$ cat config.mk
export PLATFORM = sky130hd
export DESIGN_NAME = sexagesimal_angle_parser_unit
export DESIGN_NICKNAME = d
export VERILOG_FILES = /design/src/sap_pkg.sv /design/src/sexagesimal_angle_parser_unit.sv
export SDC_FILE = /design/constraint.sdc
export NUM_CORES = 1
export LEC_CHECK = 0
export CORE_ASPECT_RATIO = 0.75
export CORE_MARGIN = 8
export CORE_UTILIZATION = 60
export CTS_BUF_LIST = sky130_fd_sc_hd__clkbuf_2
export DETAILED_ROUTE_END_ITERATION = 12
export DONT_BUFFER_PORTS = 1
export PLACE_DENSITY = 0.76
export SYNTH_ARGS = -nofsm -noshare
export SYNTH_HDL_FRONTEND = slang
export SYNTH_SLANG_ARGS = --single-unit
$ cat constraint.sdc
create_clock -name clk -period 14.3 [get_ports clk]
set_input_delay 1.43 -clock clk [delete_from_list [all_inputs] [get_ports clk]]
set_output_delay 1.43 -clock clk [all_outputs]
set_load 0.05 [all_outputs]
$ cat src/sap_pkg.sv
// Shared constants for the sexagesimal angle text parser.
package sap_pkg;

	// Default degree limit; larger degree values flag the result invalid.
	localparam int DEGREE_LIMIT_DEF = 999;

	// Fraction digits kept. The fraction scaling below assumes three digits.
	localparam int FRACTION_DIGITS = 3;
	localparam int FRAC_LEN_W      = 2;
	localparam int FRAC_W          = 10;

	// Minutes and seconds hold two decimal digits before the range check.
	localparam int MS_W = 7;

	// Result width, in milliarcseconds.
	localparam int ANGLE_W = 33;

	// Phase codes.
	localparam int PH_W = 3;
	localparam logic [PH_W-1:0] PH_LEAD  = 3'd0;
	localparam logic [PH_W-1:0] PH_SIGN  = 3'd1;
	localparam logic [PH_W-1:0] PH_DEG   = 3'd2;
	localparam logic [PH_W-1:0] PH_MIN   = 3'd3;
	localparam logic [PH_W-1:0] PH_SEC   = 3'd4;
	localparam logic [PH_W-1:0] PH_FRAC  = 3'd5;
	localparam logic [PH_W-1:0] PH_TRAIL = 3'd6;

	// Which field a fraction belongs to.
	localparam logic [1:0] OWN_DEG = 2'd0;
	localparam logic [1:0] OWN_MIN = 2'd1;
	localparam logic [1:0] OWN_SEC = 2'd2;

	// Character codes.
	localparam logic [7:0] CH_PLUS  = 8'h2B;
	localparam logic [7:0] CH_MINUS = 8'h2D;
	localparam logic [7:0] CH_DOT   = 8'h2E;
	localparam logic [7:0] CH_COLON = 8'h3A;
	localparam logic [7:0] CH_ZERO  = 8'h30;
	localparam logic [7:0] CH_NINE  = 8'h39;
	localparam logic [7:0] CH_TAB   = 8'h09;
	localparam logic [7:0] CH_CR    = 8'h0D;
	localparam logic [7:0] CH_SPACE = 8'h20;

	// Scale factors to milliarcseconds.
	localparam logic [ANGLE_W-1:0] MAS_PER_DEG = 33'd3600000;
	localparam logic [ANGLE_W-1:0] MAS_PER_MIN = 33'd60000;
	localparam logic [ANGLE_W-1:0] MAS_PER_SEC = 33'd1000;

	// Three-digit fraction (thousandths) of a field, in milliarcseconds per unit.
	localparam logic [ANGLE_W-1:0] FRAC_MAS_DEG = 33'd3600;
	localparam logic [ANGLE_W-1:0] FRAC_MAS_MIN = 33'd60;
	localparam logic [ANGLE_W-1:0] FRAC_MAS_SEC = 33'd1;

	localparam logic [MS_W-1:0] MS_MAX = 7'd59;

	// Snapshot of a finished string, handed to the value stage.
	typedef struct packed {
		logic                ok;
		logic                neg;
		logic [MS_W-1:0]     minutes;
		logic [MS_W-1:0]     seconds;
		logic [FRAC_W-1:0]   frac_milli;
		logic [1:0]          frac_owner;
	} snap_t;

endpackage

$ cat src/sexagesimal_angle_parser_unit.sv
// Sexagesimal angle text parser: byte-serial parse and milliarcsecond result.
// Throughput: one text byte per cycle, no bubbles between strings; input stalls
//   only while a finished string waits in the snapshot and the result is stalled.
// Result path: a string's last byte is captured in the snapshot register and then moves
//   on when the result stage can advance (snapshot register -> result register).
// Reset (arst_n low, asynchronous): parser to leading-whitespace phase, both stages empty.
module sexagesimal_angle_parser_unit
	import sap_pkg::*;
#(
	parameter int DEGREE_LIMIT = DEGREE_LIMIT_DEF
) (
	input  logic                      clk,
	input  logic                      arst_n,

	input  logic                      in_valid,
	output logic                      in_stall,
	input  logic [7:0]                text_byte,
	input  logic                      end_of_text,

	output logic                      out_valid,
	input  logic                      out_stall,
	output logic                      parse_ok,
	output logic signed [ANGLE_W-1:0] angle_value
);

	// Degree counter saturates at DEGREE_LIMIT+1, so it needs room for that value.
	localparam int DEG_W = $clog2(DEGREE_LIMIT + 2);
	localparam int DEG_X = DEG_W + 4;  // room for count*10 + digit

	//--------------------------------------------------------------------
	// Parser state
	//--------------------------------------------------------------------
	logic [PH_W-1:0]       phase_q,     phase_n;
	logic                  neg_q,       neg_n;
	logic [DEG_W-1:0]      deg_q,       deg_n;
	logic [MS_W-1:0]       min_q,       min_n;
	logic [MS_W-1:0]       sec_q,       sec_n;
	logic [1:0]            fdc_q,       fdc_n;   // digits seen in current field
	logic [FRAC_W-1:0]     frac_q,      frac_n;
	logic [FRAC_LEN_W-1:0] flen_q,      flen_n;
	logic [1:0]            owner_q,     owner_n;
	logic                  err_q,       err_n;

	// Pipeline: snapshot stage and result stage
	logic                  v_s1;
	snap_t                 snap_s1;
	logic [DEG_W-1:0]      deg_s1;
	logic                  v_s2;
	logic                  ok_s2;
	logic [ANGLE_W-1:0]    value_s2;

	logic                  in_acc;
	logic                  adv_s2;
	logic                  is_blank, is_digit;
	logic [3:0]            digit;
	logic [DEG_X-1:0]      deg_ext;
	logic                  ok_n;
	logic [FRAC_W-1:0]     frac_milli_n;
	snap_t                 snap_n;

	// Result stage moves when empty or drained; input only waits when the
	// snapshot stage is full and cannot move on.
	assign adv_s2   = !v_s2 || !out_stall;
	assign in_stall = v_s1 && !adv_s2;
	assign in_acc   = in_valid && !in_stall;

	assign is_blank = (text_byte inside {[CH_TAB:CH_CR], CH_SPACE});
	assign is_digit = (text_byte inside {[CH_ZERO:CH_NINE]});
	assign digit    = 4'(text_byte - CH_ZERO);
	assign deg_ext  = ({{4{1'b0}}, deg_q} << 3) + ({{4{1'b0}}, deg_q} << 1)
		+ DEG_X'(digit);

	//--------------------------------------------------------------------
	// Next parser state for the incoming byte. Once an error is flagged the
	// rest of the string is ignored.
	//--------------------------------------------------------------------
	always_comb begin
		phase_n = phase_q;
		neg_n   = neg_q;
		deg_n   = deg_q;
		min_n   = min_q;
		sec_n   = sec_q;
		fdc_n   = fdc_q;
		frac_n  = frac_q;
		flen_n  = flen_q;
		owner_n = owner_q;
		err_n   = err_q;

		if (!err_q) begin
			if (is_blank) begin
				if (phase_q == PH_LEAD || phase_q == PH_TRAIL) begin
					// skip
				end else if ((phase_q inside {[PH_DEG:PH_FRAC]}) && fdc_q != 2'd0) begin
					phase_n = PH_TRAIL;
				end else begin
					err_n = 1'b1;
				end
			end else if (text_byte == CH_PLUS || text_byte == CH_MINUS) begin
				if (phase_q == PH_LEAD) begin
					phase_n = PH_SIGN;
					neg_n   = (text_byte == CH_MINUS);
				end else begin
					err_n = 1'b1;
				end
			end else if (is_digit) begin
				case (phase_q)
					PH_LEAD, PH_SIGN, PH_DEG: begin
						phase_n = PH_DEG;
						if (deg_ext > DEG_X'(DEGREE_LIMIT))
							deg_n = DEG_W'(DEGREE_LIMIT + 1);
						else
							deg_n = deg_ext[DEG_W-1:0];
						if (fdc_q < 2'd2)
							fdc_n = fdc_q + 2'd1;
					end
					PH_MIN, PH_SEC: begin
						if (fdc_q >= 2'd2) begin
							err_n = 1'b1;
						end else begin
							if (phase_q == PH_MIN)
								min_n = MS_W'(min_q * 4'd10) + MS_W'(digit);
							else
								sec_n = MS_W'(sec_q * 4'd10) + MS_W'(digit);
							fdc_n = fdc_q + 2'd1;
						end
					end
					PH_FRAC: begin
						if (flen_q < FRAC_LEN_W'(FRACTION_DIGITS)) begin
							frac_n = FRAC_W'(frac_q * 4'd10) + FRAC_W'(digit);
							flen_n = flen_q + FRAC_LEN_W'(1);
						end
						fdc_n = 2'd1;
					end
					default: err_n = 1'b1;
				endcase
			end else if (text_byte == CH_COLON) begin
				if ((phase_q == PH_DEG || phase_q == PH_MIN) && fdc_q != 2'd0) begin
					phase_n = phase_q + PH_W'(1);
					fdc_n   = 2'd0;
				end else begin
					err_n = 1'b1;
				end
			end else if (text_byte == CH_DOT) begin
				if ((phase_q inside {[PH_DEG:PH_SEC]}) && fdc_q != 2'd0) begin
					owner_n = 2'(phase_q - PH_DEG);
					phase_n = PH_FRAC;
					fdc_n   = 2'd0;
				end else begin
					err_n = 1'b1;
				end
			end else begin
				err_n = 1'b1;
			end
		end
	end

	// Validity of the string as it stands after this byte.
	assign ok_n = !err_n
		&& (phase_n == PH_TRAIL || ((phase_n inside {[PH_DEG:PH_FRAC]}) && fdc_n != 2'd0))
		&& deg_n <= DEG_W'(DEGREE_LIMIT)
		&& min_n <= MS_MAX && sec_n <= MS_MAX;

	// Fraction left-aligned to thousandths; short fractions are padded.
	always_comb begin
		case (flen_n)
			2'd1:    frac_milli_n = FRAC_W'(frac_n * 7'd100);
			2'd2:    frac_milli_n = FRAC_W'(frac_n * 4'd10);
			2'd3:    frac_milli_n = frac_n;
			default: frac_milli_n = '0;
		endcase
	end

	always_comb begin
		snap_n.ok         = ok_n;
		snap_n.neg        = neg_n;
		snap_n.minutes    = min_n;
		snap_n.seconds    = sec_n;
		snap_n.frac_milli = frac_milli_n;
		snap_n.frac_owner = owner_n;
	end

	//--------------------------------------------------------------------
	// Parser state registers: cleared after the last byte of each string.
	//--------------------------------------------------------------------
	always_ff @(posedge clk or negedge arst_n) begin
		if (!arst_n) begin
			phase_q <= PH_LEAD;
			neg_q   <= 1'b0;
			deg_q   <= '0;
			min_q   <= '0;
			sec_q   <= '0;
			fdc_q   <= '0;
			frac_q  <= '0;
			flen_q  <= '0;
			owner_q <= OWN_DEG;
			err_q   <= 1'b0;
		end else if (in_acc) begin
			if (end_of_text) begin
				phase_q <= PH_LEAD;
				neg_q   <= 1'b0;
				deg_q   <= '0;
				min_q   <= '0;
				sec_q   <= '0;
				fdc_q   <= '0;
				frac_q  <= '0;
				flen_q  <= '0;
				owner_q <= OWN_DEG;
				err_q   <= 1'b0;
			end else begin
				phase_q <= phase_n;
				neg_q   <= neg_n;
				deg_q   <= deg_n;
				min_q   <= min_n;
				sec_q   <= sec_n;
				fdc_q   <= fdc_n;
				frac_q  <= frac_n;
				flen_q  <= flen_n;
				owner_q <= owner_n;
				err_q   <= err_n;
			end
		end
	end

	//--------------------------------------------------------------------
	// Snapshot stage: fields of a finished string.
	//--------------------------------------------------------------------
	always_ff @(posedge clk or negedge arst_n) begin
		if (!arst_n) begin
			v_s1 <= 1'b0;
		end else if (in_acc && end_of_text) begin
			v_s1 <= 1'b1;
		end else if (adv_s2) begin
			v_s1 <= 1'b0;
		end
	end

	always_ff @(posedge clk) begin
		if (in_acc && end_of_text) begin
			snap_s1 <= snap_n;
			deg_s1  <= deg_n;
		end
	end

	//--------------------------------------------------------------------
	// Result stage: weighted sum in milliarcseconds, wrapped to 33 bits.
	//--------------------------------------------------------------------
	logic [ANGLE_W-1:0] frac_unit;
	logic [ANGLE_W-1:0] mag;

	always_comb begin
		case (snap_s1.frac_owner)
			OWN_DEG: frac_unit = FRAC_MAS_DEG;
			OWN_MIN: frac_unit = FRAC_MAS_MIN;
			OWN_SEC: frac_unit = FRAC_MAS_SEC;
			default: frac_unit = '0;
		endcase
	end

	assign mag = ANGLE_W'(ANGLE_W'(deg_s1) * MAS_PER_DEG)
		+ ANGLE_W'(ANGLE_W'(snap_s1.minutes) * MAS_PER_MIN)
		+ ANGLE_W'(ANGLE_W'(snap_s1.seconds) * MAS_PER_SEC)
		+ ANGLE_W'(ANGLE_W'(snap_s1.frac_milli) * frac_unit);

	always_ff @(posedge clk or negedge arst_n) begin
		if (!arst_n) begin
			v_s2 <= 1'b0;
		end else if (adv_s2) begin
			v_s2 <= v_s1;
		end
	end

	always_ff @(posedge clk) begin
		if (adv_s2 && v_s1) begin
			ok_s2 <= snap_s1.ok;
			if (!snap_s1.ok)
				value_s2 <= '0;
			else if (snap_s1.neg)
				value_s2 <= ANGLE_W'(0) - mag;
			else
				value_s2 <= mag;
		end
	end

	assign out_valid   = v_s2;
	assign parse_ok    = ok_s2;
	assign angle_value = $signed(value_s2);

endmodule

==> flow_metrics.env <==
export IMPL_clk_insertion_delay_late_ns=0.78
export IMPL_tritoncts="done"
export IMPL_clock_sinks=119
export IMPL_setup_tns_ns=0
export IMPL_relSlewSlack_pct=21.2
export IMPL_synth_warning_count=0
export IMPL_antenna_found_initial=1
export IMPL_drv_cap=0
export IMPL_dr_pass1_iters=7
export IMPL_port_buffers=0
export IMPL_hold_buffers=0
export IMPL_register_area_um2=3340
export IMPL_async_reset_ff_share_pct=39.5
export IMPL_dp_cells=2365
export IMPL_place_ws_ns=4.51
export IMPL_grt_max_degree=48
export IMPL_synth_area_um2=18800
export IMPL_cp_end_kind="register"
export IMPL_coreArea_um2=31000
export IMPL_syn2layout_area_growth_pct=3.52
export IMPL_finalMaxSlewViolations=0
export IMPL_path_buf_inv=4
export IMPL_final_cells=2398
export IMPL_routabilityCongestion=0.897
export IMPL_clock_skew_ns=0.0609
export IMPL_wl_um=40300
export IMPL_rr_worst_depth=36
export IMPL_critPathKind="reg2reg"
export IMPL_drc=0
export IMPL_cts_buffers_inserted=17
export IMPL_initial_core_util_pct=60.4
export IMPL_cp_arrival_ns=10.38
export IMPL_first_iter_violations=963
export IMPL_grt_ovfl_total=0
export IMPL_synth_edf_count=72
export IMPL_hold_violations=0
export IMPL_post_cts_buffers=0
export IMPL_tightest_slew_ns=1.18
export IMPL_clockBufferDepth=2
export IMPL_fmax_ghz=0.102
export IMPL_synthDistinctLibCells=87
export IMPL_ctsResizeCount=0
export IMPL_clkTransAtPathRegs_ns=0.27
export IMPL_grtUsageTotal_pct=22.6
export IMPL_finish_instance_area_um2=19400
export IMPL_crit_top_cell="ha_1"
export IMPL_worst_hold_path_type="in2async"
export IMPL_syn_nets=2521
export IMPL_r2r_end="angle_value[32]$_SDFFCE_PN0P_"
export IMPL_dieArea_um2=37200
export IMPL_final_antenna_net_count=0
export IMPL_syn_area_per_cell_um2=9.43
export IMPL_regToRegSetupSlack_ns=4.46
export IMPL_synth_ff_type="edfxtp_1"
export IMPL_cp_data_required_time_ns=14.84
export IMPL_r2r_start="snap_s1[24]$_DFFE_PP_"
export IMPL_ys_ff_latch=119
export IMPL_placed_area_um2=19200
export IMPL_die_w_um=220
export IMPL_nets=2510
export IMPL_fin_crit_ns=9.84
export IMPL_first_global_vias=13900
export IMPL_dp_hpwl_um=34200
export IMPL_cp_start_kind="register"
export IMPL_layout_drive_gt1_share_pct=4.27
export IMPL_row_count=56
export IMPL_slowest_stage="edfxtp_1"
export IMPL_ys_seq_area_share_pct=17.8
export IMPL_cts_root_buf="clkbuf_2"
export IMPL_grt_first_pass_wirelength_um=68500
export IMPL_setup_ws_ns=4.46
export IMPL_status="finished clean"
export IMPL_avgRoutedWirePerCell_um=16.8
export IMPL_final_period_utilization_pct=68.8
export IMPL_setup_viol=0
export IMPL_multi_input_area_um2=13800
export IMPL_fp_dieH_um=169
export IMPL_rsz0062_at_grt="no"
export IMPL_cp_top_family="adder cells"
export IMPL_htree_num_levels=4
export IMPL_vias=13700
export IMPL_path_max_fanout=10
export IMPL_fillCellCount=2556
export IMPL_io_pin_count=49
export IMPL_synthCells=1989
export IMPL_cp_slowest_stage_delay_ns=0.58
export IMPL_via_per_inst=5.71
[cell type report]
cell class	instances	share of cell area [%]
clock inverters	14	0.844
flip-flops and latches	119	17.2
inverters	379	7.33
multi-input cells	1455	71.3
repair buffers	6	0.232
well taps	406	2.62
diodes	1	0.0129
clock buffers	18	0.464
[cell usage after synthesis (5+ instances only)]
library cell	count	share of area, %
nor3b_1	8	0.32
nor2_1	112	2.2
clkbuf_1	22	0.44
o21ai_1	11	0.29
nor4_1	6	0.20
a21oi_1	92	2.5
dfrtp_1	47	6.3
ha_1	332	22
o21bai_1	10	0.40
and2_1	25	0.83
nor3_1	19	0.51
nor2b_1	22	0.73
o221ai_1	6	0.28
nand3_1	23	0.61
a31oi_1	13	0.43
and3_1	8	0.27
a22o_1	21	0.98
buf_2	9	0.24
nand4_1	10	0.33
a22oi_1	5	0.20
o22ai_1	5	0.17
fa_1	187	20
mux2_2	8	0.48
mux2i_1	16	0.85
xor2_1	45	2.1
nand2b_1	15	0.50
edfxtp_1	72	12
or2_2	9	0.30
xnor2_1	83	3.9
or3_1	10	0.33
a21o_1	34	1.4
o21a_1	15	0.60
o21ai_0	76	2.0
nand2_1	120	2.4
a21boi_0	9	0.36
o211ai_1	10	0.40
a211oi_1	7	0.28
inv_1	378	7.6
[cells by family after synthesis]
| group | share of synthesized area, % |
|---|---|
| buffers and inverters | 8.45 |
| XOR/XNOR | 6.15 |
| AO/OA/AOI/OAI | 13.2 |
| multiplexers | 1.33 |
| AND/OR/NAND/NOR | 11.0 |
| flip-flops | 17.8 |
| adder cells (fa/ha/maj) | 42.1 |
[worst max path at each step]
stage / startpoint / endpoint / slack, ns / cells after the start
after floorplan: deg_s1[8]$_DFFE_PP_ / angle_value[32]$_SDFFCE_PN0P_ / 5.23 / 33
after global placement: snap_s1[24]$_DFFE_PP_ / angle_value[32]$_SDFFCE_PN0P_ / 4.77 / 36
after detailed placement: snap_s1[24]$_DFFE_PP_ / angle_value[32]$_SDFFCE_PN0P_ / 4.51 / 36
after CTS: snap_s1[24]$_DFFE_PP_ / angle_value[32]$_SDFFCE_PN0P_ / 4.51 / 36
after global routing: snap_s1[24]$_DFFE_PP_ / angle_value[32]$_SDFFCE_PN0P_ / 3.72 / 36
final: snap_s1[24]$_DFFE_PP_ / angle_value[32]$_SDFFCE_PN0P_ / 4.46 / 36
[layout by cell type, fill, tap and decap left out, types with 16 or more instances in the layout]
master,count
xnor2_1,83
nor2_1,112
nand3_1,23
nor2b_1,22
nor3_1,19
ha_1,332
xor2_1,45
edfxtp_1,72
mux2i_1,16
o21ai_0,76
inv_1,378
nand2_1,120
dfrtp_1,47
a21oi_1,92
fa_1,187
clkbuf_2,18
a21o_1,34
and2_1,25
a22o_1,21
[routing by layer]
metal	vias to the layer above	wire (um)	global-route usage (%)
met5	-	0	0
met4	0	500	4.55
met3	43	3180	5.67
met2	423	17300	34.4
met1	6581	19400	32.5
li1	6652	-	-
[flip-flops by register name, summed over array words and instances (netlist names)]
| register | count |
|---|---|
| neg_q | 1 |
| min_q | 7 |
| sec_q | 7 |
| fdc_q | 2 |
| v_s1 | 1 |
| phase_q | 3 |
| err_q | 1 |
| owner_q | 2 |
| out_valid | 1 |
| parse_ok | 1 |
| frac_q | 10 |
| angle_value | 33 |
| snap_s1 | 28 |
| flen_q | 2 |
| deg_q | 10 |
| deg_s1 | 10 |
[through the flow]
step / hold WS, ns / util [%]
finish: 0.292 / 62.5
global route: 0.181 / 62.5
detailed placement: 0.474 / 61.7
CTS: 0.209 / 62.5
global placement: 0.456 / 61.7
floorplan: 0.443 / -
Power is not shown: default switching activity piles up to over one toggle a cycle in this logic, so the estimate is an artifact.
